$ cat src/rtl/dra_pkg.sv
// ----------------------------------------------------------------------------
// dra_pkg
// Shared types, widths and codes for the descriptor range allocator.
// ----------------------------------------------------------------------------
package dra_pkg;

  localparam int MAX_SPANS_DEF = 64;
  localparam int MAX_SLOTS     = 65536;

  localparam int SLOT_W = 16;
  localparam int LEN_W  = 17;
  localparam int ADDR_W = 48;
  localparam int INC_W  = 13;
  localparam int STAT_W = 3;
  localparam int REG_W  = 2;
  localparam int DCNT_W = $clog2(ADDR_W);
  localparam int PROD_W = INC_W + SLOT_W;

  localparam logic [LEN_W-1:0] HEAP_RESET = LEN_W'(MAX_SLOTS);
  localparam logic [INC_W-1:0] INC_RESET  = INC_W'(32);

  localparam logic [STAT_W-1:0] ST_OK      = 3'd0;
  localparam logic [STAT_W-1:0] ST_ZERO    = 3'd1;
  localparam logic [STAT_W-1:0] ST_NOFIT   = 3'd2;
  localparam logic [STAT_W-1:0] ST_FULL    = 3'd3;
  localparam logic [STAT_W-1:0] ST_OUTSIDE = 3'd4;

  localparam logic [REG_W-1:0] REG_HEAP_SIZE = 2'd0;
  localparam logic [REG_W-1:0] REG_CPU_BASE  = 2'd1;
  localparam logic [REG_W-1:0] REG_GPU_BASE  = 2'd2;
  localparam logic [REG_W-1:0] REG_INCREMENT = 2'd3;

  localparam logic KIND_ALLOC = 1'b0;

  typedef struct packed {
    logic [SLOT_W-1:0] start;
    logic [LEN_W-1:0]  len;
  } span_t;

  typedef enum logic [4:0] {
    S_INIT, S_IDLE,
    S_A_RD, S_A_CHK, S_RM_RD, S_RM_WR, S_MUL, S_ADD,
    S_DIV, S_R_CHK, S_R_RD, S_R_CMP,
    S_B_START, S_B_LOAD, S_B_RD, S_B_CMP,
    S_C_START, S_C_LOAD, S_C_RD, S_C_CMP,
    S_FIN
  } state_t;

endpackage

$ cat src/rtl/descriptor_range_allocator_core.sv
// ----------------------------------------------------------------------------
// descriptor_range_allocator_core
// Free-span range allocator for a descriptor heap with release coalescing.
// ----------------------------------------------------------------------------
// One transaction is worked at a time through a simple dual-port span memory
// (one read, one write per cycle, registered read data). An allocate walks the
// spans from the newest back, shifts the later spans down when a span empties,
// and then does the address multiply and add. A release runs a bit-serial
// handle divide and searches the spans. When it merges, it bubble-sorts the
// list by start (passes repeat until none swaps) and then runs a coalesce pass.
// The next transaction is accepted while a finished result waits at the
// output. After reset, the S_INIT state loads the initial span.
// ----------------------------------------------------------------------------
module descriptor_range_allocator_core #(
  parameter int MAX_SPANS = dra_pkg::MAX_SPANS_DEF
) (
  input  logic                        clk,
  input  logic                        rst,
  input  logic                        cfg_we,
  input  logic [dra_pkg::REG_W-1:0]   cfg_index,
  input  logic [dra_pkg::ADDR_W-1:0]  cfg_data,
  input  logic                        in_valid,
  output logic                        in_ready,
  input  logic                        kind,
  input  logic [dra_pkg::LEN_W-1:0]   block_size,
  input  logic [dra_pkg::ADDR_W-1:0]  handle_address,
  output logic                        out_valid,
  input  logic                        out_ready,
  output logic [dra_pkg::STAT_W-1:0]  status,
  output logic [dra_pkg::SLOT_W-1:0]  slot_index,
  output logic [dra_pkg::ADDR_W-1:0]  cpu_address,
  output logic [dra_pkg::ADDR_W-1:0]  gpu_address
);
  import dra_pkg::*;

  localparam int CNT_W = $clog2(MAX_SPANS + 1);
  localparam int IDX_W = $clog2(MAX_SPANS);

  state_t state, state_next;

  logic [LEN_W-1:0]  heap_size;
  logic [ADDR_W-1:0] cpu_base;
  logic [ADDR_W-1:0] gpu_base;
  logic [INC_W-1:0]  increment;

  span_t mem [MAX_SPANS];
  span_t rd_data;
  logic [IDX_W-1:0] rd_addr;
  logic             mem_we;
  logic [IDX_W-1:0] mem_waddr;
  span_t            mem_wdata;

  logic [CNT_W-1:0] count, ptr, wptr, ptr_p1, ptr_m1, cnt_m1;
  logic [LEN_W-1:0] op_size;
  span_t            hold, cur;
  logic             swapped;

  logic [ADDR_W-1:0] q;
  logic [INC_W-1:0]  rem;
  logic [DCNT_W-1:0] dcnt;
  logic [PROD_W-1:0] prod;

  logic [STAT_W-1:0] res_status;
  logic [SLOT_W-1:0] res_slot;
  logic [ADDR_W-1:0] res_cpu, res_gpu;

  logic [INC_W-1:0]  inc_eff;
  logic [INC_W:0]    rem_sh;
  logic              div_ge;
  logic [LEN_W-1:0]  heap_sat;
  logic              heap_wr, fits, match, outside, full, greater, adj, fin_go;
  logic [LEN_W-1:0]  newlen;

  assign ptr_p1   = ptr + 1'b1;
  assign ptr_m1   = ptr - 1'b1;
  assign cnt_m1   = count - 1'b1;
  assign inc_eff  = (increment == '0) ? INC_W'(1) : increment;
  assign rem_sh   = {rem, q[ADDR_W-1]};
  assign div_ge   = rem_sh >= {1'b0, inc_eff};
  assign heap_sat = (cfg_data[LEN_W-1:0] > LEN_W'(MAX_SLOTS)) ? LEN_W'(MAX_SLOTS)
                                                               : cfg_data[LEN_W-1:0];
  assign heap_wr  = cfg_we && (cfg_index == REG_HEAP_SIZE);
  assign fits     = rd_data.len >= op_size;
  assign newlen   = rd_data.len - op_size;
  assign match    = (ADDR_W'(rd_data.start) + ADDR_W'(rd_data.len)) == q;
  assign outside  = ({1'b0, q} + (ADDR_W+1)'(op_size)) > (ADDR_W+1)'(heap_size);
  assign full     = count == CNT_W'(MAX_SPANS);
  assign greater  = hold.start > rd_data.start;
  assign adj      = ((LEN_W+1)'(cur.start) + (LEN_W+1)'(cur.len)) ==
                    (LEN_W+1)'(rd_data.start);
  assign fin_go   = !out_valid || out_ready;
  assign in_ready = state == S_IDLE;

  always_ff @(posedge clk) begin
    if (rst) begin
      heap_size <= HEAP_RESET;
      cpu_base  <= '0;
      gpu_base  <= '0;
      increment <= INC_RESET;
    end else if (cfg_we) begin
      case (cfg_index)
        REG_HEAP_SIZE: heap_size <= heap_sat;
        REG_CPU_BASE:  cpu_base  <= cfg_data;
        REG_GPU_BASE:  gpu_base  <= cfg_data;
        REG_INCREMENT: increment <= cfg_data[INC_W-1:0];
        default: ;
      endcase
    end
  end

  always_ff @(posedge clk) begin
    if (mem_we) mem[mem_waddr] <= mem_wdata;
    rd_data <= mem[rd_addr];
  end

  always_ff @(posedge clk) begin
    if (rst) state <= S_INIT;
    else     state <= state_next;
  end

  always_comb begin
    state_next = state;
    mem_we     = 1'b0;
    mem_waddr  = '0;
    mem_wdata  = '0;
    rd_addr    = '0;
    case (state)
      S_INIT: begin
        mem_we     = 1'b1;
        mem_wdata  = '{start: '0, len: heap_size};
        state_next = S_IDLE;
      end
      S_IDLE: begin
        if (in_valid) begin
          if (block_size == '0)      state_next = S_FIN;
          else if (kind == KIND_ALLOC) state_next = S_A_RD;
          else                       state_next = S_DIV;
        end
      end
      S_A_RD: begin
        if (ptr == '0) begin
          state_next = S_FIN;
        end else begin
          rd_addr    = ptr_m1[IDX_W-1:0];
          state_next = S_A_CHK;
        end
      end
      S_A_CHK: begin
        if (fits) begin
          if (newlen == '0) begin
            state_next = S_RM_RD;
          end else begin
            mem_we     = 1'b1;
            mem_waddr  = ptr[IDX_W-1:0];
            mem_wdata  = '{start: rd_data.start, len: newlen};
            state_next = S_MUL;
          end
        end else begin
          state_next = S_A_RD;
        end
      end
      S_RM_RD: begin
        if (ptr_p1 < count) begin
          rd_addr    = ptr_p1[IDX_W-1:0];
          state_next = S_RM_WR;
        end else begin
          state_next = S_MUL;
        end
      end
      S_RM_WR: begin
        mem_we     = 1'b1;
        mem_waddr  = ptr[IDX_W-1:0];
        mem_wdata  = rd_data;
        state_next = S_RM_RD;
      end
      S_MUL: state_next = S_ADD;
      S_ADD: state_next = S_FIN;
      S_DIV: begin
        if (dcnt == '0) state_next = S_R_CHK;
      end
      S_R_CHK: state_next = outside ? S_FIN : S_R_RD;
      S_R_RD: begin
        if (ptr == count) begin
          if (!full) begin
            mem_we    = 1'b1;
            mem_waddr = count[IDX_W-1:0];
            mem_wdata = '{start: q[SLOT_W-1:0], len: op_size};
          end
          state_next = S_FIN;
        end else begin
          rd_addr    = ptr[IDX_W-1:0];
          state_next = S_R_CMP;
        end
      end
      S_R_CMP: begin
        if (match) begin
          mem_we     = 1'b1;
          mem_waddr  = ptr[IDX_W-1:0];
          mem_wdata  = '{start: rd_data.start, len: rd_data.len + op_size};
          state_next = (count > CNT_W'(1)) ? S_B_START : S_FIN;
        end else begin
          state_next = S_R_RD;
        end
      end
      S_B_START: state_next = S_B_LOAD;
      S_B_LOAD:  state_next = S_B_RD;
      S_B_RD: begin
        if (ptr == count) begin
          mem_we     = 1'b1;
          mem_waddr  = cnt_m1[IDX_W-1:0];
          mem_wdata  = hold;
          state_next = swapped ? S_B_START : S_C_START;
        end else begin
          rd_addr    = ptr[IDX_W-1:0];
          state_next = S_B_CMP;
        end
      end
      S_B_CMP: begin
        mem_we     = 1'b1;
        mem_waddr  = ptr_m1[IDX_W-1:0];
        mem_wdata  = greater ? rd_data : hold;
        state_next = S_B_RD;
      end
      S_C_START: state_next = S_C_LOAD;
      S_C_LOAD:  state_next = S_C_RD;
      S_C_RD: begin
        if (ptr == count) begin
          mem_we     = 1'b1;
          mem_waddr  = wptr[IDX_W-1:0];
          mem_wdata  = cur;
          state_next = S_FIN;
        end else begin
          rd_addr    = ptr[IDX_W-1:0];
          state_next = S_C_CMP;
        end
      end
      S_C_CMP: begin
        if (!adj) begin
          mem_we    = 1'b1;
          mem_waddr = wptr[IDX_W-1:0];
          mem_wdata = cur;
        end
        state_next = S_C_RD;
      end
      S_FIN: begin
        if (fin_go) state_next = S_IDLE;
      end
      default: state_next = S_IDLE;
    endcase
    if (heap_wr) begin
      mem_we    = 1'b1;
      mem_waddr = '0;
      mem_wdata = '{start: '0, len: heap_sat};
    end
  end

  always_ff @(posedge clk) begin
    if (rst) begin
      count <= CNT_W'(1);
    end else if (heap_wr) begin
      count <= (heap_sat != '0) ? CNT_W'(1) : '0;
    end else begin
      case (state)
        S_RM_RD: if (!(ptr_p1 < count)) count <= cnt_m1;
        S_R_RD:  if (ptr == count && !full) count <= count + 1'b1;
        S_C_RD:  if (ptr == count) count <= wptr + 1'b1;
        default: ;
      endcase
    end
  end

  always_ff @(posedge clk) begin
    case (state)
      S_IDLE: begin
        op_size    <= block_size;
        res_status <= (block_size == '0) ? ST_ZERO : ST_OK;
        res_slot   <= '0;
        res_cpu    <= '0;
        res_gpu    <= '0;
        ptr        <= count;
        q          <= handle_address - cpu_base;
        rem        <= '0;
        dcnt       <= DCNT_W'(ADDR_W - 1);
      end
      S_A_RD: begin
        if (ptr == '0) res_status <= ST_NOFIT;
        else           ptr <= ptr_m1;
      end
      S_A_CHK: begin
        if (fits) res_slot <= rd_data.start + newlen[SLOT_W-1:0];
      end
      S_RM_WR: ptr <= ptr_p1;
      S_MUL:   prod <= PROD_W'(inc_eff) * PROD_W'(res_slot);
      S_ADD: begin
        res_cpu <= cpu_base + ADDR_W'(prod);
        res_gpu <= gpu_base + ADDR_W'(prod);
      end
      S_DIV: begin
        rem  <= div_ge ? INC_W'(rem_sh - {1'b0, inc_eff}) : rem_sh[INC_W-1:0];
        q    <= {q[ADDR_W-2:0], div_ge};
        dcnt <= dcnt - 1'b1;
      end
      S_R_CHK: begin
        if (outside) begin
          res_status <= ST_OUTSIDE;
        end else begin
          ptr      <= '0;
          res_slot <= q[SLOT_W-1:0];
        end
      end
      S_R_RD: begin
        if (ptr == count && full) begin
          res_status <= ST_FULL;
          res_slot   <= '0;
        end
      end
      S_R_CMP: begin
        if (!match) ptr <= ptr_p1;
      end
      S_B_START: begin
        ptr     <= CNT_W'(1);
        swapped <= 1'b0;
      end
      S_B_LOAD: hold <= rd_data;
      S_B_CMP: begin
        if (greater) swapped <= 1'b1;
        else         hold <= rd_data;
        ptr <= ptr_p1;
      end
      S_C_START: begin
        ptr  <= CNT_W'(1);
        wptr <= '0;
      end
      S_C_LOAD: cur <= rd_data;
      S_C_CMP: begin
        if (adj) begin
          cur.len <= cur.len + rd_data.len;
        end else begin
          cur  <= rd_data;
          wptr <= wptr + 1'b1;
        end
        ptr <= ptr_p1;
      end
      S_FIN: begin
        if (fin_go) begin
          status      <= res_status;
          slot_index  <= res_slot;
          cpu_address <= res_cpu;
          gpu_address <= res_gpu;
        end
      end
      default: ;
    endcase
  end

  always_ff @(posedge clk) begin
    if (rst)                       out_valid <= 1'b0;
    else if (state == S_FIN && fin_go) out_valid <= 1'b1;
    else if (out_ready)            out_valid <= 1'b0;
  end

endmodule

$ cat config.mk
export PLATFORM = sky130hd
export DESIGN_NAME = descriptor_range_allocator_core
export DESIGN_NICKNAME = d
export VERILOG_FILES = /design/src/rtl/dra_pkg.sv /design/src/rtl/descriptor_range_allocator_core.sv
export SDC_FILE = /design/constraint.sdc
export NUM_CORES = 2
export LEC_CHECK = 0
export ABC_AREA = 1
export BUFFER_PORTS_ARGS = -buffer_cell sky130_fd_sc_hd__buf_2
export CELL_PAD_IN_SITES_DETAIL_PLACEMENT = 0
export CELL_PAD_IN_SITES_GLOBAL_PLACEMENT = 1
export CORE_UTILIZATION = 45
export CTS_BUF_LIST = sky130_fd_sc_hd__clkbuf_8 sky130_fd_sc_hd__clkbuf_16
export CTS_CLUSTER_SIZE = 25
export DETAILED_ROUTE_END_ITERATION = 12
export GPL_TIMING_DRIVEN = 0
export PLACE_DENSITY = 0.73
export SYNTH_ARGS = -nofsm -noshare
export SYNTH_HDL_FRONTEND = slang
export SYNTH_SLANG_ARGS = --single-unit
$ cat constraint.sdc
create_clock -name clk -period 30.6 [get_ports clk]
set_input_delay 6.12 -clock clk [delete_from_list [all_inputs] [get_ports clk]]
set_output_delay 6.12 -clock clk [all_outputs]
set_load 0.05 [all_outputs]
# Word level (Yosys, flattened, before mapping)

Memories as Yosys holds them, arrays and structs flattened. A register that Yosys moved wholly into a read port is not among the register bits.
Index checks and enable logic that the tools add are counted.

Flip-flop bits (word level): 563
Memory bits (writable): 2112
Input port bits: 121
Output and inout bits: 117
Word-level logic and storage cells: 234
Memories kept: 1

Memories:

| memory | depth | width | rd ports | clocked after memory_dff | write ports | line                                  | source |
|---|---|---|---|---|---|---|---|
| mem    | 64    | 33    | 1        | 1                        | 1           | descriptor_range_allocator_core.sv:46 | `span_t mem [MAX_SPANS];` |

Add/subtract/negate cells: 17
Multiply operators: 1
$lt $le $gt $ge: 7
Eq/ne operators: 43
Mux-type cells: 91
Reduce and logical (&&, ||, !) cells: 47

Operators with widths:

| kind                                                             | count |
|---|---|
| 33-bit two-way mux                                               | 11 |
| 33-bit one-hot mux with 9 select lines                           | 1 |
| 48-bit one-hot mux with 2 select lines                           | 3 |
| 33-bit one-hot mux with 2 select lines                           | 2 |
| 48-bit by 29-bit adder with 48-bit output                        | 2 |
| 5-bit one-hot mux with 18 select lines                           | 1 |
| 6-bit two-way mux                                                | 12 |
| 16-bit two-way mux                                               | 4 |
| 16-bit one-hot mux with 4 select lines                           | 1 |
| 5-bit two-way mux                                                | 12 |
| 7-bit two-way mux                                                | 8 |
| 48-bit by 17-bit adder with 49-bit output                        | 1 |
| 49-bit by 17-bit > comparator with 1-bit output                  | 1 |
| 18-bit by 48-bit == test with 1-bit output                       | 1 |
| 6-bit one-hot mux with 8 select lines                            | 1 |
| 48-bit subtractor                                                | 1 |
| 7-bit one-hot mux with 6 select lines                            | 1 |
| 5-bit by 4-bit == test with 1-bit output (second input constant) | 8 |
| 16-bit by 17-bit adder with 18-bit output                        | 2 |
| 17-bit adder                                                     | 2 |
| 17-bit logical NOT                                               | 2 |
| 17-bit two-way mux                                               | 2 |
| 13-bit by 16-bit multiplier with 29-bit output                   | 1 |
| 13-bit two-way mux                                               | 2 |
| 52 further kinds                                                 | 124 |

# Depth between registers and ports, before layout

Word-level depth: 8
Depth in mapped cells: 30
Gate-level depth less buffers: 29

# Worst setup path after synthesis

OpenSTA, ideal clock, no wires.

Kind: input-to-reg
From: in out_ready
To: reg cpu_address[0] in the netlist's numbering, enable pin
Setup time: 0.871 ns
Arrival time: 17.063 ns
Data required time: 29.729 ns
Setup slack: 12.666 ns
Cell stages on the path: 2
Path buffers: 0
Path through: nor2_1 -> nor4_1

Longest elaborated chain between the ends: 2

RTL lines:

| element                       | line                                   | source |
|---|---|---|
| from (decl)                   | descriptor_range_allocator_core.sv:28  | `input logic out_ready,` |
| 1-bit logical OR              | descriptor_range_allocator_core.sv:91  | `assign fin_go = !out_valid \|\| out_ready;` |
| 2-bit AND reduction (no line) | n/a                                    |  |
| to (signal assigned)          | descriptor_range_allocator_core.sv:348 | `cpu_address <= res_cpu;` |
| to (decl)                     | descriptor_range_allocator_core.sv:31  | `output logic [dra_pkg::ADDR_W-1:0] cpu_address,` |

Every way passes these cells.
A chain may end at the register's enable or synchronous reset.

==> reports/metrics.yaml <==
run_status: "complete, no violations"
netlist_area_um2: 134000
cts_hold_buffers: 0
power_uw: 12000
p_switching_uw: 4490
drtAntennaViolNets: 0
grt_pass1_wl_um: 738000
cts.sinks: 2708
cts_setup_buffers: 0
fin_nets: 14459
hold_violations: 0
fin_crit_ns: 9.33
core_um2: 297000
yosysSeqAreaShare_pct: 59.2
grt_usage_pct: 34.9
synth_edf_count: 2536
drv_cap: 0
cp-start-kind: "primary input"
dp_cells: 17454
synthDistinctLibCells: 65
num_vias: 104134
synth-seq-cells: 2708
gr-total-overflow: 0
die_width_um: 549
final-max-slew-violation-count: 0
power_density_nw_per_um2: 77.6
vdd_drop_max_mv: 0.0601
final_layout_size_suffix_gt1_share_pct: 10.4
cts_tree: "done"
r2r_setup_slack_ns: 23.96
gp_congestion: 1.02
port_buffers: 236
path_delay_family: "buffers and inverters"
min_period_over_period_pct: 30.5
numCtsBuffers: 301
combinationalPowerShare_pct: 30.2
yosysTopAreaCell: "edfxtp_1"
worstSetupPathType: "primary input to register"
met1_usage_pct: 44.9
p_int_uw: 7520
fill_cells: 26380
fin_worst_skew_ns: 0.0799
syn_inst: 13119
hpwlAfterDp_um: 404000
slowest_delay_ns: 1.03
critPathSlowestCell: "a41oi_4"
wirelength_um: 535000
yosysMostFrequentCell: "edfxtp_1"
path_cells: "buf_2 > inv_1 > nand3_1 > clkinv_1 > clkbuf_1 > a41oi_4 > buf_16 > buf_12"
syn_avg_cell_area_um2: 10.2
grt_max_degree: 70
final_cells: 18011
clkLatencyLatePin_ns: 0.95
total_leakage_power_uw: 0.0606
grt_util_met3_pct: 5.56
path_buf_inv: 6
hp-class: "register to register"
cts_max_path_buffers: 4
drt_first_pass_iters: 8
start_util_pct: 45.3
area_growth_syn_to_layout_pct: 15.2
cp_data_required_time_ns: 31.36
cts-htree-levels: 5
io_pins: 238
cts-root-buf: "clkbuf_16"
viasPerCell: 5.78
worst_ep_arrival_time_ns: 10.10
clkPwrFrac_pct: 30.7
tns_ns: 0
crit_path_end_kind: "register"
gr-max-usage-layer: "met2"
crit_path_max_fanout: 28
cts_resized: 0
setup_slack_ns: 21.27
met2_usage_pct: 55.8
die_area_um2: 301000
fmax_mhz: 107
ys_async_sr_fraction_pct: 0
grt_pass1_vias: 98504
postPlaceCellArea_um2: 145000
yosysWarningCount: 0
synth_area_leaders: "edfxtp_1 (57%), nand2_1 (7.0%), inv_1 (6.1%)"
drc: 0
fin_area_um2: 155000
switching_share_pct: 37.4
rsz0062_at_grt: "no"
pwr-share-seq_pct: 39.1
antenna_found_initial: 68
slew_headroom_pct: 16.6
rows: 200
netlist_top_cells_count: "edfxtp_1 (2536), nand2_1 (2511), inv_1 (2178)"
final-setup-viol-count: 0
ys.flop_type: "edfxtp_1"
pre_cts_slack_ns: 20.45
die_h_um: 549
worstMarginPinSlew_ns: 1.25
wl_per_cell_um: 29.7
drtIter0Drc: 12733
synth_top_area_share_pct: 56.7
clkSlewWorstSetupHoldPaths_ns: 0.06
syn_nets: 13760
## flip-flops by register name, summed over array words and instances, names as in the netlist, 13 cells and up
register and cells:
mem 2112, rd_data 33, res_gpu 48, cpu_base 48
increment 13, res_slot 16, res_cpu 48, slot_index 16
gpu_base 48, heap_size 17, hold 33, cpu_address 48
rem 13, cur 33, op_size 17, q 48
gpu_address 48, prod 29
## per-layer routing
| layer | wire length [µm] | share of wire (%) | up-vias |
|---|---|---|---|
| met5 | 122 | 0.023 | - |
| met4 | 36700 | 6.9 | 18 |
| met3 | 44700 | 8.3 | 1132 |
| met2 | 245000 | 46 | 5242 |
| met1 | 209000 | 39 | 51089 |
| li1 | - | - | 46653 |
## final cells by class
cell class                      count  area (µm²)  share of cell area [%]
Multi-Input combinational cell   7585       44600                    28.8
Inverter                         2207        8290                    5.35
Antenna cell                       23        57.6                  0.0372
Clock inverter                    221        2130                    1.37
Timing Repair Buffer              396        4570                    2.95
Clock buffer                      313        7750                    5.01
Buffer                            619        2880                    1.86
Sequential cell                  2708       79600                    51.4
Tap cell                         3939        4930                    3.18
## final timing paths
path                             start                         to  depth (start not counted)
max                       cfg_index[0]      mem[62][30]$_DFFE_PP_                          8
max reg2reg  increment[5]$_SDFFE_PP1P_         prod[23]$_DFFE_PP_                         26
min          res_gpu[20]$_SDFFCE_PN0P_  gpu_address[20]$_DFFE_PP_                          0
min reg2reg  res_gpu[20]$_SDFFCE_PN0P_  gpu_address[20]$_DFFE_PP_                          0
## logic make-up (layout without fill, tap and decap cells)
group	count (synthesis)	after routing	synth area share, %
AND/OR/NAND/NOR	4694	4694	15.0
flip-flops	2708	2708	59.2
XOR/XNOR	174	174	1.13
AO/OA/AOI/OAI	2196	2196	10.6
other	0	23	0
adder cells (fa/ha/maj)	520	520	5.76
buffers and inverters	2826	3756	8.31
multiplexers	1	1	0.00745
## power groups by stage
stage          combinational [µW]  clock (µW)  sequential [µW]
2_1_floorplan                2160           0             4580
3_3_place_gp                 3450           0             4810
5_1_grt                      3910        3830             4700
6_report                     3630        3680             4700
4_1_cts                      3550        3700             4690
3_5_place_dp                 3530           0             4770
## stage by stage
stage	util, %	hold slack [ns]
after floorplan	-	0.400
final	52.1	0.405
after global routing	52.1	0.409
after CTS	52.1	0.400
after detailed placement	48.8	0.405
after global placement	47.3	0.401
## placed cells by master, fill, tap and decap left out, drive strengths merged, types with 11 or more instances in the layout
master / n
nor4: 25
a211oi: 11
nand2: 2538
fa: 165
o21a: 42
nand4: 129
xnor2: 54
nor3: 88
buf: 841
bufinv: 31
clkinv: 117
clkbuf: 487
nor2: 513
o221ai: 19
o211ai: 1019
a21oi: 539
diode: 23
xor2: 120
o21ai: 411
a41oi: 12
a31oi: 45
ha: 355
edfxtp: 2536
nand3b: 14
o21bai: 17
dfxtp: 172
inv: 2277
nand3: 1351
or2: 21
o22ai: 22
Power figures use the tool's default switching activity.
